[src/hdl/rkm_pkg.sv]
// ============================================================================
// rkm_pkg
// Shared types, constants and elaboration-time table builders for the
// Rabin-Karp matcher.
// ============================================================================
`timescale 1ns / 1ps
`default_nettype none

package rkm_pkg;

  // Field widths of the stream words
  localparam int unsigned ACTION_W = 2;
  localparam int unsigned CODE_W   = 8;
  localparam int unsigned MATCH_W  = 24;

  // Hash arithmetic
  localparam int unsigned HASH_W = 30;
  localparam logic [HASH_W-1:0] HASH_MOD = HASH_W'(1000000007);
  localparam longint unsigned HASH_MOD_L = 64'd1000000007;
  localparam longint unsigned HASH_BASE_L = 64'd37;
  localparam longint unsigned CHAR_OFFSET_L = 64'd96;

  // Defaults for the top-level parameters
  localparam int unsigned MAX_PAT_DEF = 64;
  localparam int unsigned INDEX_W_DEF = 24;

  // Result queue
  localparam int unsigned OUT_DEPTH = 8;
  localparam int unsigned OPTR_W    = $clog2(OUT_DEPTH);
  localparam int unsigned OCNT_W    = $clog2(OUT_DEPTH + 1);

  typedef enum logic [ACTION_W-1:0] {
    ACT_CLEAR   = 2'd0,
    ACT_PATTERN = 2'd1,
    ACT_TEXT    = 2'd2,
    ACT_RESTART = 2'd3
  } action_t;

  // Operation carried down the pipeline after the front end has decided it
  typedef enum logic [1:0] {
    OP_NONE,
    OP_CLEAR,
    OP_PAT,
    OP_TEXT
  } op_t;

  typedef struct packed {
    op_t               op;
    logic [CODE_W-1:0] code;
    logic              full;   // a whole window of text has arrived
    logic              empty;  // pattern is empty: every text char matches
  } item_t;

  // One entry for each value of a 4-bit nibble of the character byte
  typedef logic [15:0][HASH_W-1:0] nib_tab_t;

  // 37^idx mod m
  function automatic logic [HASH_W-1:0] weight(input int unsigned idx);
    longint unsigned acc;
    acc = 64'd1;
    for (int unsigned i = 0; i < idx; i++) begin
      acc = (acc * HASH_BASE_L) % HASH_MOD_L;
    end
    return HASH_W'(acc);
  endfunction

  // (16 * h * w) mod m for each high nibble h
  function automatic nib_tab_t hi_table(input logic [HASH_W-1:0] w);
    nib_tab_t        tab;
    longint unsigned wl;
    wl = 64'(w);
    for (int unsigned h = 0; h < 16; h++) begin
      tab[h] = HASH_W'((64'(16 * h) * wl) % HASH_MOD_L);
    end
    return tab;
  endfunction

  // ((l - 96) * w) mod m for each low nibble l; the character offset rides here
  function automatic nib_tab_t lo_table(input logic [HASH_W-1:0] w);
    nib_tab_t        tab;
    longint unsigned wl;
    longint unsigned neg;
    wl  = 64'(w);
    neg = (CHAR_OFFSET_L * wl) % HASH_MOD_L;
    for (int unsigned l = 0; l < 16; l++) begin
      tab[l] = HASH_W'(((64'(l) * wl) % HASH_MOD_L + HASH_MOD_L - neg) % HASH_MOD_L);
    end
    return tab;
  endfunction

  // (a + b) mod m for a, b already below m
  function automatic logic [HASH_W-1:0] mod_add(input logic [HASH_W-1:0] a,
                                               input logic [HASH_W-1:0] b);
    logic [HASH_W:0] s;
    s = {1'b0, a} + {1'b0, b};
    if (s >= {1'b0, HASH_MOD}) begin
      s = s - {1'b0, HASH_MOD};
    end
    return s[HASH_W-1:0];
  endfunction

endpackage

`default_nettype wire

[src/hdl/rkm_cell.sv]
// ============================================================================
// rkm_cell
// One position of the window chain: weights the current char by 37^IDX and
// adds it to the partial window sum handed over by the previous cell.
// ============================================================================
`timescale 1ns / 1ps
`default_nettype none

module rkm_cell #(
  parameter int unsigned IDX   = 0,
  parameter int unsigned LEN_W = $clog2(rkm_pkg::MAX_PAT_DEF + 1)
) (
  input  logic                          clk,
  input  logic [rkm_pkg::CODE_W-1:0]    code,
  input  logic                          adv,
  input  logic [rkm_pkg::HASH_W-1:0]    acc_in,
  input  logic [rkm_pkg::HASH_W-1:0]    p_hash,
  input  logic [LEN_W-1:0]              pat_pos,
  input  logic [LEN_W-1:0]              win_len,
  output logic [rkm_pkg::HASH_W-1:0]    acc,
  output logic [rkm_pkg::HASH_W-1:0]    pat_term,
  output logic                          hit
);

  localparam logic [rkm_pkg::HASH_W-1:0] WEIGHT = rkm_pkg::weight(IDX);
  localparam rkm_pkg::nib_tab_t HI_TAB = rkm_pkg::hi_table(WEIGHT);
  localparam rkm_pkg::nib_tab_t LO_TAB = rkm_pkg::lo_table(WEIGHT);
  localparam logic [LEN_W-1:0] POS = LEN_W'(IDX);
  localparam logic [LEN_W-1:0] WIN = LEN_W'(IDX + 1);

  logic [rkm_pkg::HASH_W-1:0] term;

  // char value times 37^IDX, mod m
  always_ff @(posedge clk) begin
    term <= rkm_pkg::mod_add(HI_TAB[code[7:4]], LO_TAB[code[3:0]]);
  end

  // acc holds the sum over the last IDX+1 text chars
  always_ff @(posedge clk) begin
    if (adv) begin
      acc <= rkm_pkg::mod_add(acc_in, term);
    end
  end

  assign hit      = (win_len == WIN) && (acc == p_hash);
  assign pat_term = (pat_pos == POS) ? term : '0;

endmodule

`default_nettype wire

[config.mk]
export PLATFORM = sky130hd
export DESIGN_NAME = rkm_cell
export DESIGN_NICKNAME = d
export VERILOG_FILES = /design/src/hdl/rkm_pkg.sv /design/src/hdl/rkm_cell.sv
export SDC_FILE = /design/constraint.sdc
export NUM_CORES = 1
export LEC_CHECK = 0
export BUFFER_PORTS_ARGS = -buffer_cell sky130_fd_sc_hd__buf_2
export CORE_AREA = 2 2 127 129
export DETAILED_ROUTE_END_ITERATION = 16
export DIE_AREA = 0 0 129 131
export GPL_ROUTABILITY_DRIVEN = 0
export PLACE_DENSITY = 0.63
export SKIP_LAST_GASP = 1
export SLEW_MARGIN = 20
export SYNTH_ARGS = -nofsm -noshare
export SYNTH_HDL_FRONTEND = slang
export SYNTH_SLANG_ARGS = --single-unit
[constraint.sdc]
create_clock -name clk -period 4.6 [get_ports clk]
set_input_delay 0.69 -clock clk [delete_from_list [all_inputs] [get_ports clk]]
set_output_delay 0.69 -clock clk [all_outputs]
set_load 0.01 [all_outputs]
======== Word level (Yosys, flattened, before mapping) ========
Memory sizes are Yosys's and may differ from the RTL's.
Index checks and enable logic that the tools add are counted.
storage, ports and cells
  memory bits (read-only) ................. 960
  logic and storage cells ................. 21
  register bits after elaboration ......... 60
  memories kept ........................... 2
  input bits .............................. 84
  output and inout port bits .............. 61
memories
  memory           depth  width  rd ports  clocked after Yosys merged registers in  wr ports  line            source
  (no name shown)  16     30     1         0                                        0         rkm_cell.sv:35  term <= rkm_pkg::mod_add(HI_TAB[code[7:4]], LO_TAB[code[3:0]]);
  (no name shown)  16     30     1         0                                        0         rkm_cell.sv:35
cells by class
  reduce and logical (&&, ||, !) cells .... 2
  add/sub/neg operators ................... 4
  eq/ne operators ......................... 2
  magnitude comparators ................... 4
  multiplexer cells ....................... 5
operators by type and width
  kind                                                                      count
  30-bit 2-to-1 mux                                                         5
  30-bit by 30-bit adder with 31-bit output                                 2
  31-bit by 30-bit >= comparator with 1-bit output (second input constant)  2
  30-bit subtractor (second input constant)                                 2
  30-bit equality test                                                      1
  4-bit by 5-bit < comparator with 1-bit output (second input constant)     2
  7-bit by 1-bit equality test with 1-bit output (second input constant)    1
  7-bit zero test                                                           1
  1-bit logical AND                                                         1

======== Logic depth before layout (Yosys ltp) ========
Gate-level depths: netlist of the first run.
  depth in word-level cells ............... 5
  gate-level depth with buffers ........... 16
  depth with buffers taken out ............ 16

======== Least setup slack after synthesis of the first run ========
No wires, ideal clock.
  path kind ............................... input -> register
  start point ............................. input port acc_in[0] in the netlist's numbering
  end point ............................... register acc[29] in the netlist's numbering (data pin)
  data arrival time ....................... 3751 ps
  data required time ...................... 4340 ps
  stages .................................. 13
  path slack .............................. 589 ps
  buffers on the path ..................... 0
  setup time .............................. 260 ps
  path through ............................ ha_1 inv_1 fa_1 nand2b_1 a21o_1 a21boi_1 o211ai_1 a211oi_1 nand2_1 o221ai_2 nor2_1 a2111oi_0 mux2_2
on the way
  word-level cells in the longest chain between the ends .. 3
  elaborated cells on any way between the ends .. 4
  classes of those cells .................. add/sub: 2; order compare: 1; mux: 1
RTL lines
  item                                                                                   line                          source
  start, declared                                                                        rkm_cell.sv:16                input logic [rkm_pkg::HASH_W-1:0] acc_in,
  30-bit by 30-bit adder with 31-bit output *                                            rkm_pkg.sv:95                 s = {1'b0, a} + {1'b0, b};
  30-bit subtractor or 31-bit by 30-bit >= comparator with 1-bit output (tied branches)  rkm_pkg.sv:97, rkm_pkg.sv:96
  30-bit 2-to-1 mux *                                                                    rkm_pkg.sv:96                 if (s >= {1'b0, HASH_MOD}) begin
  end signal, assigned                                                                   rkm_cell.sv:41                acc <= rkm_pkg::mod_add(acc_in, term);
  end, declared                                                                          rkm_cell.sv:20                output logic [rkm_pkg::HASH_W-1:0] acc,
Mark *: on every way between the ends. The rest lies on a longest branch, timed or not.
A chain may end at the register's enable or synchronous reset.

======== Worst setup path after layout of the first run ========
Ends and elaborated chain as after synthesis.

==> results of run 1 <==
## worst paths after layout
kind | from | end | slack, ps | cells past startpoint
setup / recovery | acc_in[0] | acc[29] | 470 | 15
hold / removal | code[0] | term[0] | 610 | 2
setup reg to reg | term[0] | acc[29] | 580 | 14
hold reg to reg | term[0] | acc[0] | 820 | 2
## layout make-up
type | count | area [um^2] | share of cell area, %
repair buffers | 210 | 1220 | 17.7
well taps | 216 | 270 | 3.93
inverters | 19 | 71.3 | 1.04
multi-input cells | 550 | 3800 | 55.2
flip-flops and latches | 53 | 1360 | 19.8
clock buffers | 5 | 125 | 1.82
clock inverters | 2 | 35.0 | 0.509
## Yosys cell counts (4+ instances only)
library cell	n	area [um^2]
a211oi_1	5	37.5
a21o_1	13	97.6
nor4b_1	5	43.8
and2_1	29	181
nor2_1	52	195
nand3_1	14	70.1
nor3b_1	8	60.1
buf_4	7	52.6
nand2b_1	10	62.6
a31oi_1	4	25.0
a211o_1	4	35.0
buf_2	13	65.1
nor2b_1	6	37.5
o221ai_1	4	35.0
and3_1	8	50.1
o22ai_1	4	25.0
clkbuf_1	9	33.8
a21boi_0	6	45.0
a21oi_1	42	210
nand2_1	47	176
or3_1	8	50.1
ha_1	37	463
or2_2	4	25.0
edfxtp_1	30	901
o21a_1	9	67.6
nand4_1	13	81.3
o21ai_1	6	30.0
nor3_1	27	135
inv_1	18	67.6
xor2_1	41	359
o211ai_1	12	90.1
xnor2_1	38	333
nor4_1	15	93.8
dfxtp_1	23	460
o21ai_0	19	95.1
o211a_1	5	50.1
## worst max-delay path, delay by kind of cell
family          cells  cell delay, ps
mux                 1             390
compound gates      6            1770
buf+inv             3             300
fa+ha+maj           2             530
simple gates        3             480
## per-layer routing
layer  share of wire, %  routed length (um)
met1                 50                7520
met2                 44                6580
met3                4.7                 707
met4                1.2                 174
met5                  0                   0
## power groups by stage
| stage | combinational [uW] | sequential [uW] | clock, uW |
|---|---|---|---|
| 6_report | 1170 | 703 | 408 |
| 5_1_grt | 1300 | 716 | 435 |
| 4_1_cts | 1160 | 706 | 419 |
| 3_5_place_dp | 1160 | 716 | 0 |
| 3_3_place_gp | 1160 | 714 | 0 |
| 2_1_floorplan | 711 | 736 | 0 |
## kinds of logic after synthesis
kind of cell | after synthesis | share of synthesized area [%]
mux | 4 | 0.814
buf+inv | 48 | 4.14
flops | 53 | 25.3
compound gates | 168 | 21.8
fa+ha+maj | 38 | 8.98
simple gates | 261 | 26.1
xor+xnor | 79 | 12.9
## sequential cells by signal (all words and copies together), names as in the netlist
name and cells:
acc 30, term 23
## through the flow
step	instances	instance area, um^2	power (uW)	TNS, ps
after floorplan	651	5380	1450	0
after global placement	1047	6710	1870	0
after detailed placement	1047	6710	1880	-131
after CTS	1054	6870	2290	0
after global routing	1055	6880	2450	0
final	1055	6880	2280	0
## placed cells by master (no fill, tap or decap), types with 4 or more instances in the layout
master     netlist  routed
a211o_1          4       4
a211oi_1         5       5
a21boi_0         6       6
a21o_1          13      13
a21oi_1         42      42
a31oi_1          4       4
and2_1          29      29
and3_1           8       8
buf_2           13     144
buf_4            7      65
clkbuf_16        0       5
dfxtp_1         23      23
edfxtp_1        30      30
ha_1            37      37
inv_1           18      18
nand2_1         47      47
nand2b_1        10      10
nand3_1         14      14
nand4_1         13      13
nor2_1          52      52
nor2b_1          6       6
nor3_1          27      27
nor3b_1          8       8
nor4_1          15      14
nor4b_1          5       5
o211a_1          5       5
o211ai_1        12      12
o21a_1           9       9
o21ai_0         19      19
o21ai_1          6       6
o221ai_1         4       4
o22ai_1          4       4
or2_2            4       4
or3_1            8       8
xnor2_1         38      38
xor2_1          41      41
==> results.tsv, run 1 <==
metric	value	unit
Seq/Total Area, Yosys	25.3	%
final-report hold violation count	0	
VDD IR max	143	uV
post-synthesis cell area	0.00538	mm^2
layout cell share with drive strength beyond 1	28.6	%
largest net degree at the start of global routing	31	
pre-CTS setup slack	-78.8	ps
Die W	129	um
Worst path max stage delay	450	ps
leak pwr	0.00314	uW
max-cap violation count	0	
busiest grt layer	met2	
Critical Path AT	4170	ps
syn nets	773	
max-slew violation count	0	
row cnt	46	
Post-Syn Instances	651	
Clock Skew	5.39	ps
die area	0.0169	mm^2
post-DR vias/cell	5.09	
Layout area overhead	28.0	%
Post-DRT Antenna Nets	0	
Clock Tree Buf Depth	2	
routed wire length	15.0	mm
Ports	145	
gr ovfl total	0	
Post-Syn Area per Cell	8.26	um^2
Net count, final	961	
Power Density	331	mW/mm^2
Worst setup SP type	input pin	
top_reg_cell synth	edfxtp_1	
TritonRoute pass-1 iters	5	
CTS tree	built	
slowest CP cell	a2111oi_0	
post-route DRC violation count	0	
global-route wire length before repair	23.9	mm
clock latency on the worst-skew pair	290	ps
WP data required	4640	ps
CTS buffer count	5	
M1 GR Usage	24.2	%
H-tree depth	2	
root buffer cell	clkbuf_16	
CTS Hold Bufs	0	
initial antenna violation count	0	
count of final setup violators	0	
Max transition margin	58.2	%
combinational share of power	51.2	%
Hold WS	606	ps
post-synthesis register bit count	53	
ANT cells	0	
clock share of power	17.9	%
RSZ-0062 raised after global routing	false	
core footprint	0.0156	mm^2
ys async rst share	0	%
number of synthesized flops with an enable pin	30	
dpl hpwl	12.7	mm
buffers added on ports	144	
sequential share of power	30.9	%
Initial Util	34.5	%
Reg clk slew, reported paths	60	ps
CTS resizes	0	
CP endpoint kind	register	
met3 Use GR	2.36	%
Worst Hold Class	input pin to register	
fmax	0.242	GHz
kind of critical path	input pin to register	
Psw	856	uW
Slew @ Worst Pin	627	ps
vias in the first global route	4954	
Yosys cell types	71	
status	finished, final reports clean	
synth warn	0	
Final Core Density	44.1	%
P_int	1420	uW
Clock Sinks	53	
critical-path cell list	buf_2 > ha_1 > inv_1 > fa_1 > nand2b_1 > a21o_1 > a21boi_1 > o211ai_1 > a211oi_1 > nand2_1 > o221ai_2 > buf_4 > nor2_1 > a2111oi_0 > mux2_2	
post-route worst setup slack	472	ps
die height	131	um
Tmin final	4130	ps
largest fanout on the critical path	4	
met2 Usage GRT	29.7	%
fin crit share	89.7	%
Filler Cell Count	1584	
wire per inst	14.2	um
total number of vias	5369	
1st-iter DRT viols	210	
total track usage	17.6	%
Setup Fix Bufs, Post-CTS	0	
Sw Share	37.6	%
Note: power is estimated with default switching activity, not from simulation.
==> run 2: changes to the inputs <==
Settings changed: PLACE_DENSITY 0.63 to 0.66.
==> results.tsv, run 2 (synthesis results as in run 1) <==
metric	value	unit	change
RSZ-0062 raised after global routing	false		
max-slew violation count	0		unchanged
row cnt	46		unchanged
initial antenna violation count	0		unchanged
TritonRoute pass-1 iters	4		-1
Final Core Density	41.7	%	-2.4 points
buffers added on ports	144		unchanged
fmax	0.238	GHz	-2.0%
P_int	1340	uW	-5.5%
total track usage	17.1	%	-0.41 points
Power Density	337	mW/mm^2	+1.7%
slowest CP cell	a2111oi_0		
Hold WS	596	ps	-9.89 ps
most common cell after layout, fill and taps aside	buf_2		
Total Power	2190	uW	-3.9%
Design Area, Final	0.00650	mm^2	-5.5%
Worst Hold Class	input pin to register		
largest fanout on the critical path	8		+4
sequential share of power	32.2	%	+1.3 points
ANT cells	0		unchanged
Setup Fix Bufs, Post-CTS	0		unchanged
Critical Path AT	4260	ps	+90 ps
wl on met1	7.34	mm	-2.3%
clock share of power	18.7	%	+0.8 points
root buffer cell	clkbuf_16		
Net count, final	911		-5.2%
VDD IR max	142	uV	-0.88%
Slew @ Worst Pin	630	ps	+2.43 ps
top sig layer	met4		
Psw	845	uW	-1.2%
Post-DRT Antenna Nets	0		unchanged
die height	131	um	unchanged
met3 WL	870	um	+23%
Layout area overhead	20.9	%	
clock latency on the worst-skew pair	290	ps	about the same
Post-DP Area	0.00634	mm^2	-5.5%
met2 WL	6.53	mm	-0.73%
layout cell share with drive strength beyond 1	24.1	%	-4.5 points
most frequent cells in the layout	buf_2, nor2_1, nand2_1		
largest registers in the final layout	acc (30), term (23)		
Filler Cell Count	1619		+2.2%
post-route DRC violation count	0		unchanged
1st-iter DRT viols	393		+87%
CP endpoint kind	register		
routed wire length	14.9	mm	-0.51%
CTS Hold Bufs	0		unchanged
core footprint	0.0156	mm^2	unchanged
Clock Skew	3.84	ps	-1.55 ps
Max transition margin	58.0	%	-0.16 points
post-DR vias/cell	5.24		+3.0%
largest net degree at the start of global routing	31		unchanged
status	finished, final reports clean		
die area	0.0169	mm^2	unchanged
Initial Util	34.5	%	unchanged
critical-path cell list	buf_2 > ha_1 > nand4_1 > nor3_1 > o21ai_0 > and4_1 > nor4b_1 > nand4_1 > nor2_1 > nor2_1 > a2111oi_0 > mux2_2		
final-report hold violation count	0		unchanged
Die W	129	um	unchanged
Tmin final	4210	ps	+82.5 ps
WP data required	4650	ps	about the same
Sw Share	38.6	%	+1.1 points
Worst path max stage delay	470	ps	+20 ps
Ports	145		unchanged
multi-input logic area	0.00380	mm^2	unchanged
max FFs per register	30		unchanged
CTS buffer count	5		unchanged
total number of vias	5270		-1.8%
Clock Tree Buf Depth	2		unchanged
wire per inst	14.8	um	+4.4%
CTS tree	built		
vias in the first global route	4727		-4.6%
global-route wire length before repair	23.2	mm	-2.8%
count of final setup violators	0		unchanged
Reg clk slew, reported paths	60	ps	about the same
combinational share of power	49.1	%	-2.1 points
CTS resizes	0		unchanged
dpl hpwl	12.5	mm	-2.2%
max-cap violation count	0		unchanged
leak pwr	0.00290	uW	-7.6%
Worst setup SP type	input pin		
H-tree depth	2		unchanged
Clock Sinks	53		unchanged
fin crit share	91.5	%	+1.8 points
Fin Setup TNS	0	ps	unchanged
largest register by flop count	acc		
sequential cell area	0.00136	mm^2	unchanged
kind of critical path	input pin to register		
gr ovfl total	0		unchanged
-- run 2: cell count changes in the layout (fill, tap and decap cells not counted) --
cell | previous run | this run
buf_4 | 65 | 16
buf_6 | 1 | 0
-- run 2: routing by layer --
layer  GRT usage [%]  vias to the layer above
met2            28.6                      197
met5               0                        -
met1            23.8                     2368
li1                -                     2692
met3            2.52                       13
met4            3.26                        0
-- run 2: worst paths after layout --
kind | startpoint | cells past startpoint | slack (ps) | endpoint
setup / recovery | acc_in[11] | 12 | 390 | acc[29]
hold / removal | code[0] | 2 | 600 | term[0]
setup reg to reg | term[27] | 11 | 490 | acc[29]
hold reg to reg | term[0] | 2 | 790 | acc[0]
-- run 2: cell type report --
type / count / share of cell area [%]
clock buffer: 5 / 1.92
sequential: 53 / 20.9
timing repair buffer: 160 / 12.9
clock inverter: 2 / 0.539
inverter: 19 / 1.10
multi-input combinational: 550 / 58.4
tap: 216 / 4.16
-- run 2: stage by stage --
step | setup WS [ps] | std cells
floorplan | 589 | 651
finish | 390 | 1005
detailed placement | 92.5 | 998
global route | 66.5 | 1005
global placement | 212 | 998
CTS | 414 | 1005
-- run 2: power groups by stage --
stage	combinational, uW	clock (uW)	sequential [uW]
6_report	1070	409	705
5_1_grt	1190	435	718
4_1_cts	1070	419	707
3_5_place_dp	1070	0	718
3_3_place_gp	1060	0	717
2_1_floorplan	711	0	736
-- run 2: critical path: cells and delay by family --
family          cells  cell delay [ps]
fa+ha+maj           1              440
buf+inv             1              110
mux                 1              380
simple gates        7             1960
compound gates      2              660
