## config.mk

```make
export PLATFORM = sky130hd
export DESIGN_NAME = rkm_front
export DESIGN_NICKNAME = d
export VERILOG_FILES = /design/src/hdl/rkm_pkg.sv /design/src/hdl/rkm_front.sv
export SDC_FILE = /design/constraint.sdc
export NUM_CORES = 1
export LEC_CHECK = 0
export BUFFER_PORTS_ARGS = -buffer_cell sky130_fd_sc_hd__buf_4
export CORE_ASPECT_RATIO = 1.25
export CORE_MARGIN = 8
export CORE_UTILIZATION = 24
export DETAILED_ROUTE_END_ITERATION = 16
export PLACE_DENSITY_LB_ADDON = 0.15
export SKIP_LAST_GASP = 1
export SLEW_MARGIN = 20
export SYNTH_ARGS = -nofsm -noshare
export SYNTH_HDL_FRONTEND = slang
export SYNTH_SLANG_ARGS = --single-unit
```

## constraint.sdc

```tcl
create_clock -name clk -period 3.3 [get_ports clk]
set_clock_uncertainty 0.2 [all_clocks]
set_input_delay 0.495 -clock clk [delete_from_list [all_inputs] [get_ports clk]]
set_output_delay 0.495 -clock clk [all_outputs]
set_load 0.01 [all_outputs]
```

## src/hdl/rkm_pkg.sv

```systemverilog
// ============================================================================
// rkm_pkg
// Shared types, constants and elaboration-time table builders for the
// Rabin-Karp matcher.
// ============================================================================
`timescale 1ns / 1ps
`default_nettype none

package rkm_pkg;

  // Field widths of the stream words
  localparam int unsigned ACTION_W = 2;
  localparam int unsigned CODE_W   = 8;
  localparam int unsigned MATCH_W  = 24;

  // Hash arithmetic
  localparam int unsigned HASH_W = 30;
  localparam logic [HASH_W-1:0] HASH_MOD = HASH_W'(1000000007);
  localparam longint unsigned HASH_MOD_L = 64'd1000000007;
  localparam longint unsigned HASH_BASE_L = 64'd37;
  localparam longint unsigned CHAR_OFFSET_L = 64'd96;

  // Defaults for the top-level parameters
  localparam int unsigned MAX_PAT_DEF = 64;
  localparam int unsigned INDEX_W_DEF = 24;

  // Result queue
  localparam int unsigned OUT_DEPTH = 8;
  localparam int unsigned OPTR_W    = $clog2(OUT_DEPTH);
  localparam int unsigned OCNT_W    = $clog2(OUT_DEPTH + 1);

  typedef enum logic [ACTION_W-1:0] {
    ACT_CLEAR   = 2'd0,
    ACT_PATTERN = 2'd1,
    ACT_TEXT    = 2'd2,
    ACT_RESTART = 2'd3
  } action_t;

  // Operation carried down the pipeline after the front end has decided it
  typedef enum logic [1:0] {
    OP_NONE,
    OP_CLEAR,
    OP_PAT,
    OP_TEXT
  } op_t;

  typedef struct packed {
    op_t               op;
    logic [CODE_W-1:0] code;
    logic              full;   // a whole window of text has arrived
    logic              empty;  // pattern is empty: every text char matches
  } item_t;

  // One entry for each value of a 4-bit nibble of the character byte
  typedef logic [15:0][HASH_W-1:0] nib_tab_t;

  // 37^idx mod m
  function automatic logic [HASH_W-1:0] weight(input int unsigned idx);
    longint unsigned acc;
    acc = 64'd1;
    for (int unsigned i = 0; i < idx; i++) begin
      acc = (acc * HASH_BASE_L) % HASH_MOD_L;
    end
    return HASH_W'(acc);
  endfunction

  // (16 * h * w) mod m for each high nibble h
  function automatic nib_tab_t hi_table(input logic [HASH_W-1:0] w);
    nib_tab_t        tab;
    longint unsigned wl;
    wl = 64'(w);
    for (int unsigned h = 0; h < 16; h++) begin
      tab[h] = HASH_W'((64'(16 * h) * wl) % HASH_MOD_L);
    end
    return tab;
  endfunction

  // ((l - 96) * w) mod m for each low nibble l; the character offset rides here
  function automatic nib_tab_t lo_table(input logic [HASH_W-1:0] w);
    nib_tab_t        tab;
    longint unsigned wl;
    longint unsigned neg;
    wl  = 64'(w);
    neg = (CHAR_OFFSET_L * wl) % HASH_MOD_L;
    for (int unsigned l = 0; l < 16; l++) begin
      tab[l] = HASH_W'(((64'(l) * wl) % HASH_MOD_L + HASH_MOD_L - neg) % HASH_MOD_L);
    end
    return tab;
  endfunction

  // (a + b) mod m for a, b already below m
  function automatic logic [HASH_W-1:0] mod_add(input logic [HASH_W-1:0] a,
                                               input logic [HASH_W-1:0] b);
    logic [HASH_W:0] s;
    s = {1'b0, a} + {1'b0, b};
    if (s >= {1'b0, HASH_MOD}) begin
      s = s - {1'b0, HASH_MOD};
    end
    return s[HASH_W-1:0];
  endfunction

endpackage

`default_nettype wire

```

## src/hdl/rkm_front.sv

```systemverilog
// ============================================================================
// rkm_front
// Front end: decodes accepted words, keeps pattern length and text index,
// and issues one registered operation per word into the pipeline.
// ============================================================================
`timescale 1ns / 1ps
`default_nettype none

module rkm_front #(
  parameter int unsigned MAX_PAT     = rkm_pkg::MAX_PAT_DEF,
  parameter int unsigned INDEX_WIDTH = rkm_pkg::INDEX_W_DEF,
  parameter int unsigned LEN_W       = $clog2(rkm_pkg::MAX_PAT_DEF + 1)
) (
  input  logic                          clk,
  input  logic                          rst,
  input  logic                          accept,
  input  rkm_pkg::action_t              action,
  input  logic [rkm_pkg::CODE_W-1:0]    code,
  output rkm_pkg::item_t                item,
  output logic [LEN_W-1:0]              len,
  output logic [INDEX_WIDTH-1:0]        start
);

  localparam int unsigned CMP_W = (INDEX_WIDTH > LEN_W) ? INDEX_WIDTH : LEN_W;
  localparam logic [LEN_W-1:0] LEN_MAX = LEN_W'(MAX_PAT);

  logic [LEN_W-1:0]       pat_len, pat_len_next;
  logic [INDEX_WIDTH-1:0] text_index, text_index_next;
  logic [INDEX_WIDTH-1:0] count;
  logic [CMP_W-1:0]       count_ext, len_ext, gap;
  rkm_pkg::item_t         item_next;
  logic [INDEX_WIDTH-1:0] start_next;

  always_comb begin
    pat_len_next    = pat_len;
    text_index_next = text_index;
    count           = text_index + INDEX_WIDTH'(1);
    count_ext       = CMP_W'(count);
    len_ext         = CMP_W'(pat_len);
    gap             = count_ext - len_ext;

    item_next.op    = rkm_pkg::OP_NONE;
    item_next.code  = code;
    item_next.full  = (count_ext >= len_ext);
    item_next.empty = (pat_len == '0);
    // An empty pattern reports the char's own index
    start_next      = item_next.empty ? text_index : gap[INDEX_WIDTH-1:0];

    if (accept) begin
      unique case (action)
        rkm_pkg::ACT_CLEAR: begin
          pat_len_next    = '0;
          text_index_next = '0;
          item_next.op    = rkm_pkg::OP_CLEAR;
        end
        rkm_pkg::ACT_RESTART: begin
          text_index_next = '0;
        end
        rkm_pkg::ACT_PATTERN: begin
          // drop pattern chars once text has started or the pattern is full
          if (text_index == '0 && pat_len < LEN_MAX) begin
            item_next.op = rkm_pkg::OP_PAT;
            pat_len_next = pat_len + LEN_W'(1);
          end
        end
        rkm_pkg::ACT_TEXT: begin
          // hold at the saturated index and drop the char
          if (text_index != '1) begin
            item_next.op    = rkm_pkg::OP_TEXT;
            text_index_next = count;
          end
        end
        default: begin
        end
      endcase
    end
  end

  always_ff @(posedge clk) begin
    if (rst) begin
      pat_len    <= '0;
      text_index <= '0;
      item.op    <= rkm_pkg::OP_NONE;
    end else begin
      pat_len    <= pat_len_next;
      text_index <= text_index_next;
      item       <= item_next;
    end
  end

  always_ff @(posedge clk) begin
    len   <= pat_len;
    start <= start_next;
  end

endmodule

`default_nettype wire

```

Word level (Yosys, flattened, before mapping)
Cells that the tools add are included.
{"block": "totals", "regBits": 74, "in_bits": 13, "out_inout_bits": 43, "word_cells": 38}
{"block": "classes", "add_sub_neg": 3, "n_lt_le_gt_ge": 2, "n_eq_ne": 6, "n_mux": 8, "bitwise": 1, "reduce_logical": 10}
{"op": "24-bit two-way mux", "count": 2}
{"op": "24-bit one-hot mux with 2 select lines", "count": 1}
{"op": "24-bit by 1-bit adder with 24-bit output, second input constant", "count": 1}
{"op": "24-bit by 7-bit greater-or-equal comparator with 1-bit output", "count": 1}
{"op": "24-bit zero test", "count": 1}
{"op": "24-bit != test, second input constant", "count": 1}
{"op": "24-bit by 7-bit subtractor with 24-bit output", "count": 1}
{"op": "7-bit one-hot mux with 2 select lines", "count": 1}
{"op": "7-bit by 1-bit adder with 7-bit output, second input constant", "count": 1}
{"op": "7-bit zero test", "count": 1}
{"op": "7-bit < comparator, second input constant", "count": 1}
{"op": "7-bit two-way mux", "count": 1}
{"op": "2-bit one-hot mux with 3 select lines", "count": 1}
{"op": "3-bit AND reduction", "count": 2}
{"op": "2-bit equality test, second input constant", "count": 2}
{"op": "2-bit two-way mux", "count": 2}
{"op": "2-bit != test, second input constant", "count": 2}
{"op": "2-bit nonzero test", "count": 2}
{"op": "2-bit OR reduction", "count": 2}
{"op": "2-bit by 1-bit equality test with 1-bit output, second input constant", "count": 1}
{"op": "2-bit zero test", "count": 1}
{"op": "1-bit logical AND", "count": 1}
{"op": "1-bit inverter", "count": 1}

Depth between registers and ports, before layout
Gate-level depths: netlist of run 1.
{"block": "depth", "word_depth": 4, "ltp_mapped": 14}

Worst setup path after synthesis of run 1
OpenSTA, ideal clock, no wires.
{"block": "synth_path", "kind": "reg2reg", "start": "register text_index[0]", "end": "register start[22]", "setup_time_ns": 0.127, "arrival_ns": 3.178, "path_slack_ns": -0.206, "path_stages_with_launch": 14, "path_buffers": 1, "period_less_slack_ns": 3.506, "cell_sequence": "dfxtp_1 > nand3_2 > buf_6 > nor2_1 > xor2_1 > ha_1 > a21oi_1 > o211ai_1 > a2111oi_4 > nand3_1 > nor4_2 > and4_1 > o21ai_1 > xnor2_1"}
{"block": "synth_between", "elab_chain_cells": 3}
{"item": "start, declared", "line": "rkm_front.sv:28", "rtl": "logic [INDEX_WIDTH-1:0] text_index, text_index_next;"}
{"item": "start signal, assigned", "line": "rkm_front.sv:86", "rtl": "text_index <= text_index_next;"}
{"item": "24-bit by 1-bit adder with 24-bit output", "line": "rkm_front.sv:37", "rtl": "count = text_index + INDEX_WIDTH'(1);"}
{"item": "24-bit by 7-bit subtractor with 24-bit output", "line": "rkm_front.sv:40", "rtl": "gap = count_ext - len_ext;"}
{"item": "24-bit two-way mux", "line": "rkm_front.sv:47", "rtl": "start_next = item_next.empty ? text_index : gap[INDEX_WIDTH-1:0];"}
{"item": "via start_next[22]", "line": "rkm_front.sv:32", "rtl": "logic [INDEX_WIDTH-1:0] start_next;"}
{"item": "end signal, assigned", "line": "rkm_front.sv:93", "rtl": "start <= start_next;"}
{"item": "end, declared", "line": "rkm_front.sv:21", "rtl": "output logic [INDEX_WIDTH-1:0] start"}
The timed path passes the listed nets, and every way through them passes these cells.
A chain may end at the register's enable or synchronous reset.

Final worst setup path of run 1
{"block": "layout_path", "start": "register text_index[0]", "end": "register start[23]"}
Same word-level chain as after synthesis.

==> out/metrics.yaml, run 1 <==
status: "finished clean"
synth_top_family_by_area: "simple AND/OR/NAND/NOR gates"
dr.pass1.iters: 4
drt_wl_total_um: 12900
cts_buffers: 9
grt_use_total: 0.122
grt_max_degree: 29
clk_latency_ps: 340
htree_levels: 3
critPathLaunch: "text_index[0]"
relSlewSlack: 0.580
clock.fmax_mhz: 314
clk_pin_slew_ps: 60
setup_viol: 0
reg2reg_depth: 13
drive_gt1_frac: 0.311
yosys.area_share.simple: 0.253
drc_errors: 0
die_h_um: 162
hold_violations: 0
p_int_w: 0.00169
dr.first_iter.drc_count: 133
avgSynthCellArea_sq_um: 8.65
power_density_nw_per_um2: 392
place_inst: 777
cp_max_fo: 5
post_drt_wl_per_cell_um: 16.1
reg2reg_from: "text_index[0]"
power_switching_w: 0.000521
vias_per_cell: 4.61
critPathArrivalTime_ps: 3210
synth_nets: 502
synth_compound_area_frac: 0.128
synth_top_area_frac: 0.314
synth_warnings: 0
synth_enable_flop_cells: 10
syn2layout_area_growth_pct: 38.5
cts_tree: "done"
portBuffers: 55
switching_share: 0.235
endpoint_kind: "flop"
regToRegEndpoint: "start[23]"
stdcell_count: 802
period_share: 0.966
yosysTopAreaCell: "dfxtp_1"
synthFlopType: "dfxtp_1"
p_leak_nw: 2.30
hpwl_um: 9730
routed-via-count: 3701
synth-xor-area-share: 0.112
cts_sinks: 74
synth_seq_area_share: 0.387
syn_inst: 472
die_w_um: 133
place.gp.congestion: 0.842
worstHoldPathType: "primary input to flop"
maxCapViolCount: 0
endpoint: "start[23]"
final_common_cell: "buf_4"
yosys.area_share.adder: 0.0540
crit_type: "flop to flop"
vdd_ir_drop_max_v: 0.000235
ioPinCount: 56
grt_pass1_wl_um: 21000
combPwrFrac: 0.094
synthesis.area_sq_um: 4080
synth.area.top_cells: "dfxtp_1 31%, xnor2_1 8.8%, edfxtp_1 7.4%, a21oi_1 4.9%, ha_1 4.9%"
clockBufferDepth: 2
ys_ff_latch: 74
start_kind: "flop"
muxShareOfSynthArea: 0.00766
rsz0062_at_grt: "yes"
clock_power_share: 0.479
grt-ovfl-total: 0
nNetsFinal: 607
dieArea_sq_um: 21500
final_cell_mix: "123 x buf_4, 59 x dfxtp_1, 45 x nand2_1"
diodes: 0
required_ps: 3330
ant_nets: 0
synth.distinct_cells: 56
worst_pin_slew_ps: 628
rows: 53
slew_violations: 0
final.setup.tns_ps: 0
rrSetupSlack_ps: 110
fin_crit_ps: 3190
start_util: 0.244
clock-root-buffer: "clkbuf_16"
fp.coreArea_sq_um: 16700
synthArstFlopShare: 0
power_frac_seq: 0.427
first_global_vias: 3847
antenna_found_initial: 0
[state kept, by name, summed over array words and instances (netlist names)]
name        count
pat_len         7
start          24
text_index     24
len             7
item           12
[critical path, cell delays in order (launching register included)]
cell,delay (ps)
dfxtp_4,390
nand3_4,90
nor2_4,100
xor2_1,170
ha_1,310
a21oi_2,190
buf_4,130
nand2_1,60
a221oi_2,310
nand4_1,230
or4_1,570
nor2_1,120
xnor2_1,120
a21oi_1,70
[cells in the mapped netlist, types with 6 or more instances]
library cell and number:
inv_1 19, o21ai_1 7, edfxtp_1 10, ha_1 16, a31oi_1 7, nand3_1 34, o21ai_0 12, nand2_1 46
nand4_1 9, nand3b_1 6, nor3_1 11, dfxtp_1 64, xnor2_1 41, a21oi_1 40, clkbuf_1 20, o21a_1 6
nor2_1 34, nor4_1 7, xor2_1 11
[power by group through the flow]
| stage | Sequential (W) | Clock (W) | Combinational [W] |
|---|---|---|---|
| 4_1_cts | 0.000947 | 0.00108 | 0.000212 |
| 3_5_place_dp | 0.000967 | 0 | 0.000210 |
| 3_3_place_gp | 0.000966 | 0 | 0.000209 |
| 5_1_grt | 0.000947 | 0.00113 | 0.000230 |
| 6_report | 0.000945 | 0.00106 | 0.000209 |
| 2_1_floorplan | 0.000979 | 0 | 0.0000831 |
[kinds of logic (layout without fill, tap and decap cells)]
logic type	after synthesis	in the layout
DFF	74	74
xor gates and xnor gates	52	52
buffers and inverters	53	163
and+or+nand+nor	186	186
muxes	3	3
adders and majority gates	17	17
AOI/OAI and AO/OA	87	87
[layer usage]
layer  routed length, um  vias to the layer above  track usage
met5                   0                        -            0
met3                 440                       23       0.0216
met2                6490                       72        0.216
met4                 440                        0       0.0605
li1                    -                     1880            -
met1                5530                     1726        0.140
[repair_timing]
item / CTS / global route
resized for setup: 4 / 28
pin swaps: 2 / 23
setup endpoints to repair: 7 / 18
hold buffers: 0 / 0
setup buffers: 1 / 8
[worst min path at each step]
stage | start | endpoint | slack (ps) | depth (start not counted)
2_1_floorplan | pat_len[3] | len[3] | 150 | 0
3_3_place_gp | pat_len[5] | len[5] | 170 | 0
3_5_place_dp | pat_len[5] | len[5] | 170 | 0
4_1_cts | code[7] | item[9] | 120 | 1
5_1_grt | code[3] | item[5] | 120 | 1
6_report | code[7] | item[9] | 130 | 1
[per-stage QoR]
stage / util / instance area [sq um] / hold WS, ps / total power [W] / setup WS, ps
2_1_floorplan: - / 4100 / 151 / 0.00106 / -29.4
3_3_place_gp: 0.307 / 5130 / 166 / 0.00118 / 25.1
3_5_place_dp: 0.307 / 5130 / 167 / 0.00118 / -70.9
4_1_cts: 0.328 / 5480 / 121 / 0.00224 / 9.77
5_1_grt: 0.338 / 5650 / 119 / 0.00231 / -80.2
6_report: 0.338 / 5650 / 128 / 0.00221 / 111
[layout make-up]
class / instances / area, sq um
fill: 1763 / 11100
multi-input combinational: 345 / 2400
sequential: 74 / 1600
timing repair buffer: 128 / 997
tap: 220 / 275
clock buffer: 10 / 229
clock inverter: 6 / 90.1
inverter: 19 / 71.3
Note: power is estimated with default switching activity, not from simulation.
==> inputs of run 2 (changes only) <==
CTS_CLUSTER_DIAMETER = 80   (was not set)
GPL_TIMING_DRIVEN = 0   (was not set)
REMOVE_ABC_BUFFERS = 1   (was not set)
==> run 2 against run 1 <==
Net effect: count of clock-buffer cells in the layout is 2 higher; cell count fell by 4.1%; via count is 3.8% lower; sequential share of layout area up 0.93 points; wire length fell by 7.7%; combinational power fell by 8%; core utilization down 0.85 points; non-clock buffer count decreased by 33; fmax down 3.3%; setup slack got worse by 110 ps; largest power group unchanged; die area stayed put; critical path depth stayed put.
==> out/metrics.yaml, run 2 (synthesis results as in run 1) <==
status: "finished clean"
power_frac_seq: 0.453
hold_violations: 0
drc_errors: 0
antenna_found_initial: 0
clock_power_share: 0.454
power_density_nw_per_um2: 378
final_cell_mix: "92 x buf_4, 54 x dfxtp_1, 45 x nand2_1"
critPathArrivalTime_ps: 3310
cts_buffers: 9
first_global_vias: 3492
worstHoldPathType: "primary input to flop"
dr.pass1.iters: 4
nNetsFinal: 574
vias_per_cell: 4.63
dr.first_iter.drc_count: 206
rows: 53
hpwl_um: 8160
setup_viol: 0
rsz0062_at_grt: "yes"
final_area_sq_um: 5510
crit_type: "flop to flop"
grt-ovfl-total: 0
drt_wl_total_um: 11900
switching_share: 0.233
htree_levels: 3
power_switching_w: 0.000486
p_int_w: 0.00160
max_stage_delay_ps: 470
vdd_ir_drop_max_v: 0.000205
crit_slowest_cell: "a2111oi_4"
cp_max_fo: 6
grt_max_degree: 32
maxCapViolCount: 0
start_kind: "flop"
die_w_um: 133
place.gp.congestion: 0.801
fp.coreArea_sq_um: 16700
required_ps: 3310
period_share: 1.00
clk_latency_ps: 330
worst_pin_slew_ps: 700
p_total_w: 0.00209
combPwrFrac: 0.092
fin_crit_ps: 3300
diodes: 0
endpoint_kind: "flop"
clock.fmax_mhz: 303
clk_pin_slew_ps: 60
clockBufferDepth: 2
grt_use_total: 0.110
grt_pass1_wl_um: 18800
cts_sinks: 74
drive_gt1_frac: 0.302
post_drt_wl_per_cell_um: 15.5
relSlewSlack: 0.533
die_h_um: 162
p_leak_nw: 2.14
routed-via-count: 3562
final_common_cell: "buf_4"
start_util: 0.244
slew_violations: 0
placedInstanceArea_sq_um: 4630
ioPinCount: 56
syn2layout_area_growth_pct: 35.0
portBuffers: 55
clock-root-buffer: "clkbuf_16"
dieArea_sq_um: 21500
ant_nets: 0
cp_cell_sequence: "nand3_4 -> nor2_4 -> xor2_2 -> ha_4 -> a21oi_2 -> o211ai_1 -> a2111oi_4 -> nand3_2 -> nor4_4 -> buf_4 -> and4_1 -> o21ai_2 -> xnor2_1"
cts_tree: "done"
largestRegisters: "start (24), text_index (24), item (12)"
-- run 2: cell types whose count changed in the layout (fill, tap and decap cells not counted), moves of 3 or more --
| cell | change |
|---|---|
| buf_4 | -31 |
| dfxtp_1 | -5 |
| dfxtp_2 | +3 |
| ha_1 | -6 |
| ha_2 | +3 |
| ha_4 | +3 |
-- run 2: area by class of cell --
cell class / count / area (sq um)
Clock inverter: 4 / 43.8
Clock buffer: 12 / 236
Tap cell: 220 / 275
Timing Repair Buffer: 95 / 724
Inverter: 19 / 71.3
Multi-Input combinational cell: 345 / 2550
Fill cell: 1743 / 11200
Sequential cell: 74 / 1610
-- run 2: final timing paths --
| path | startpoint | endpoint | slack (ps) | depth (start not counted) |
|---|---|---|---|---|
| worst min-delay path | code[6] | item[8] | 140 | 1 |
| worst max-delay path | text_index[0] | start[22] | 1 | 13 |
| worst min register to register | pat_len[3] | len[3] | 170 | 0 |
| worst max register to register | text_index[0] | start[22] | 1 | 13 |
-- run 2: power by group through the flow --
stage / sequential, W / clock [W] / combinational [W]
floorplan: 0.000979 / 0 / 0.0000730
global placement: 0.000969 / 0 / 0.000177
detailed placement: 0.000969 / 0 / 0.000179
CTS: 0.000946 / 0.000980 / 0.000188
global route: 0.000949 / 0.00102 / 0.000211
finish: 0.000946 / 0.000947 / 0.000192
-- run 2: critical path, delay by kind of cell, from the launching register on --
kind                     cells  cell delay [ps]
AO/OA/AOI/OAI                4              870
XOR/XNOR                     2              370
adder cells (fa/ha/maj)      1              260
buffers and inverters        1              170
flip-flops                   1              400
AND/OR/NAND/NOR              5              900
-- run 2: stage by stage --
step                      hold slack [ps]  worst slack (ps)  instances  utilization  TNS (ps)
final                                 138             0.986        769        0.330         0
after global routing                  123              -150        769        0.330      -462
after CTS                             128             -97.4        753        0.313      -113
after detailed placement              170             -1260        714        0.277    -28070
after global placement                165             -1480        713        0.275    -45850
after floorplan                       151              -340        438            -     -1250
-- run 2: layer usage --
| metal | GRT usage | up-vias | share of wire |
|---|---|---|---|
| met3 | 0.0222 | 16 | 0.037 |
| met4 | 0.0491 | 0 | 0.022 |
| met1 | 0.124 | 1685 | 0.43 |
| li1 | - | 1791 | - |
| met2 | 0.194 | 70 | 0.51 |
| met5 | 0 | - | 0 |
-- run 2: repair_timing --
action	4_1_cts	5_1_grt
pin swaps	11	30
gates cloned	0	0
hold buffers	0	0
endpoints found under the setup margin	49	32
gates resized for setup	35	29
setup buffers	23	16
==> inputs of run 3 (changes only) <==
CORE_ASPECT_RATIO = 0.5   (was 1.25)
==> run 3 against run 2 <==
Net effect: the flow now finishes with violations (negative setup slack); via count shrank 0.62%; clock power grew 11%; largest power group unchanged; critical endpoint unchanged; combinational power grew 2%; die area grew 1.1%; core utilization grew 0.26 points; sequential power is essentially flat.
==> out/metrics.yaml, run 3 (synthesis results as in run 1) <==
status: "complete, but fails checks"
violations: "negative setup slack"
maxCapViolCount: 0
vias_per_cell: 4.63
cts_sinks: 74
hpwl_um: 8330
setup_viol: 1
fp.coreArea_sq_um: 16500
die_w_um: 200
diodes: 0
routed-via-count: 3540
period_share: 1.01
final_area_sq_um: 5490
largestRegisters: "start (24), text_index (24), item (12)"
fin_ws_ps: -42.5
power_density_nw_per_um2: 400
die_h_um: 108
start_util: 0.247
clock.fmax_mhz: 299
cts_buffers: 9
place.gp.congestion: 0.778
start_kind: "flop"
hold_violations: 0
final.setup.tns_ps: -42.5
nNetsFinal: 562
clk_latency_ps: 340
cts_tree: "done"
worst_pin_slew_ps: 723
crit_type: "flop to flop"
grt_pass1_wl_um: 19500
final_common_cell: "buf_4"
rsz0062_at_grt: "yes"
first_global_vias: 3553
critPathArrivalTime_ps: 3360
clockBufferDepth: 2
rows: 33
cp_max_fo: 5
placedInstanceArea_sq_um: 4640
final_cell_mix: "79 x buf_4, 53 x dfxtp_1, 45 x nand2_1"
ioPinCount: 56
endpoint_kind: "flop"
ant_nets: 0
relSlewSlack: 0.518
drc_errors: 0
grt_use_total: 0.111
max_stage_delay_ps: 430
dr.first_iter.drc_count: 156
htree_levels: 3
cp_cell_sequence: "inv_2 -> ha_4 -> fa_2 -> a21oi_4 -> o211ai_1 -> a2111oi_4 -> nand3_2 -> nor4_4 -> and4_1 -> o21ai_1 -> xnor2_1"
crit_slowest_cell: "nor4_4"
dr.pass1.iters: 4
post_drt_wl_per_cell_um: 15.9
portBuffers: 55
clk_pin_slew_ps: 60
antenna_found_initial: 0
worstHoldPathType: "primary input to flop"
clock-root-buffer: "clkbuf_16"
hold_ws_ps: 131
cts_hold_buf: 0
vdd_ir_drop_max_v: 0.000203
slew_violations: 0
grt-ovfl-total: 0
fin_crit_ps: 3340
drive_gt1_frac: 0.294
p_leak_nw: 2.12
dieArea_sq_um: 21700
syn2layout_area_growth_pct: 34.5
drt_wl_total_um: 12100
grt_max_degree: 32
required_ps: 3310
rrSetupSlack_ps: -40
==> run 3: cell count changes in the layout (fill, tap and decap cells not counted), moves of 2 or more <==
| cell | previous run | this run |
|---|---|---|
| buf_4 | 92 | 79 |
| a21oi_4 | 0 | 2 |
| inv_1 | 19 | 17 |
| inv_2 | 0 | 2 |
==> run 3: where the power goes <==
group          internal (W)  leakage, nW  switching (W)
clock              0.000662        0.153       0.000393
sequential         0.000935        0.618     0.00000976
combinational     0.0000832         1.35       0.000112
total               0.00168         2.12       0.000515
==> run 3: layout make-up <==
type	count	area, sq um
timing repair buffer	83	651
multi-input combinational	345	2560
fill	1755	11000
clock buffer	11	233
clock inverter	5	78.8
sequential	74	1610
inverter	19	71.3
tap	227	284
==> run 3: worst max-delay path: cells and delay by family (launching register included) <==
| kind | cells | cell delay [ps] |
|---|---|---|
| xor+xnor | 1 | 170 |
| buf+inv | 1 | 60 |
| simple gates | 3 | 900 |
| flops | 1 | 400 |
| fa+ha+maj | 2 | 640 |
| compound gates | 4 | 850 |
==> run 3: timing repair <==
item | in CTS | in global routing
setup endpoints to repair | 48 | 22
pin swaps | 14 | 12
gates resized for setup | 40 | 27
buffers inserted | 22 | 5
==> run 3: layer usage <==
metal  GRT usage  vias up  part of all wire  wire length (um)
met5           0        -                 0                 0
met2       0.178       65              0.44              5310
met4      0.0292        0            0.0091               111
met1       0.150     1693              0.50              6100
li1            -     1772                 -                 -
met3      0.0272       10             0.051               622
==> run 3: worst paths after layout <==
| check | startpoint | end | depth (start not counted) |
|---|---|---|---|
| worst max-delay path | text_index[0] | start[22] | 11 |
| worst min-delay path | code[5] | item[7] | 1 |
| worst max register to register | text_index[0] | start[22] | 11 |
| worst min register to register | pat_len[3] | len[3] | 0 |
==> run 3: through the flow <==
step                      worst slack [ps]  utilization  cells  total power [W]
after detailed placement             -1210        0.281    721          0.00115
after CTS                            -67.4        0.322    759          0.00222
after global placement               -1450        0.279    720          0.00115
final                                -42.5        0.332    764          0.00219
after global routing                  -215        0.332    764          0.00229
after floorplan                       -340            -    438          0.00105
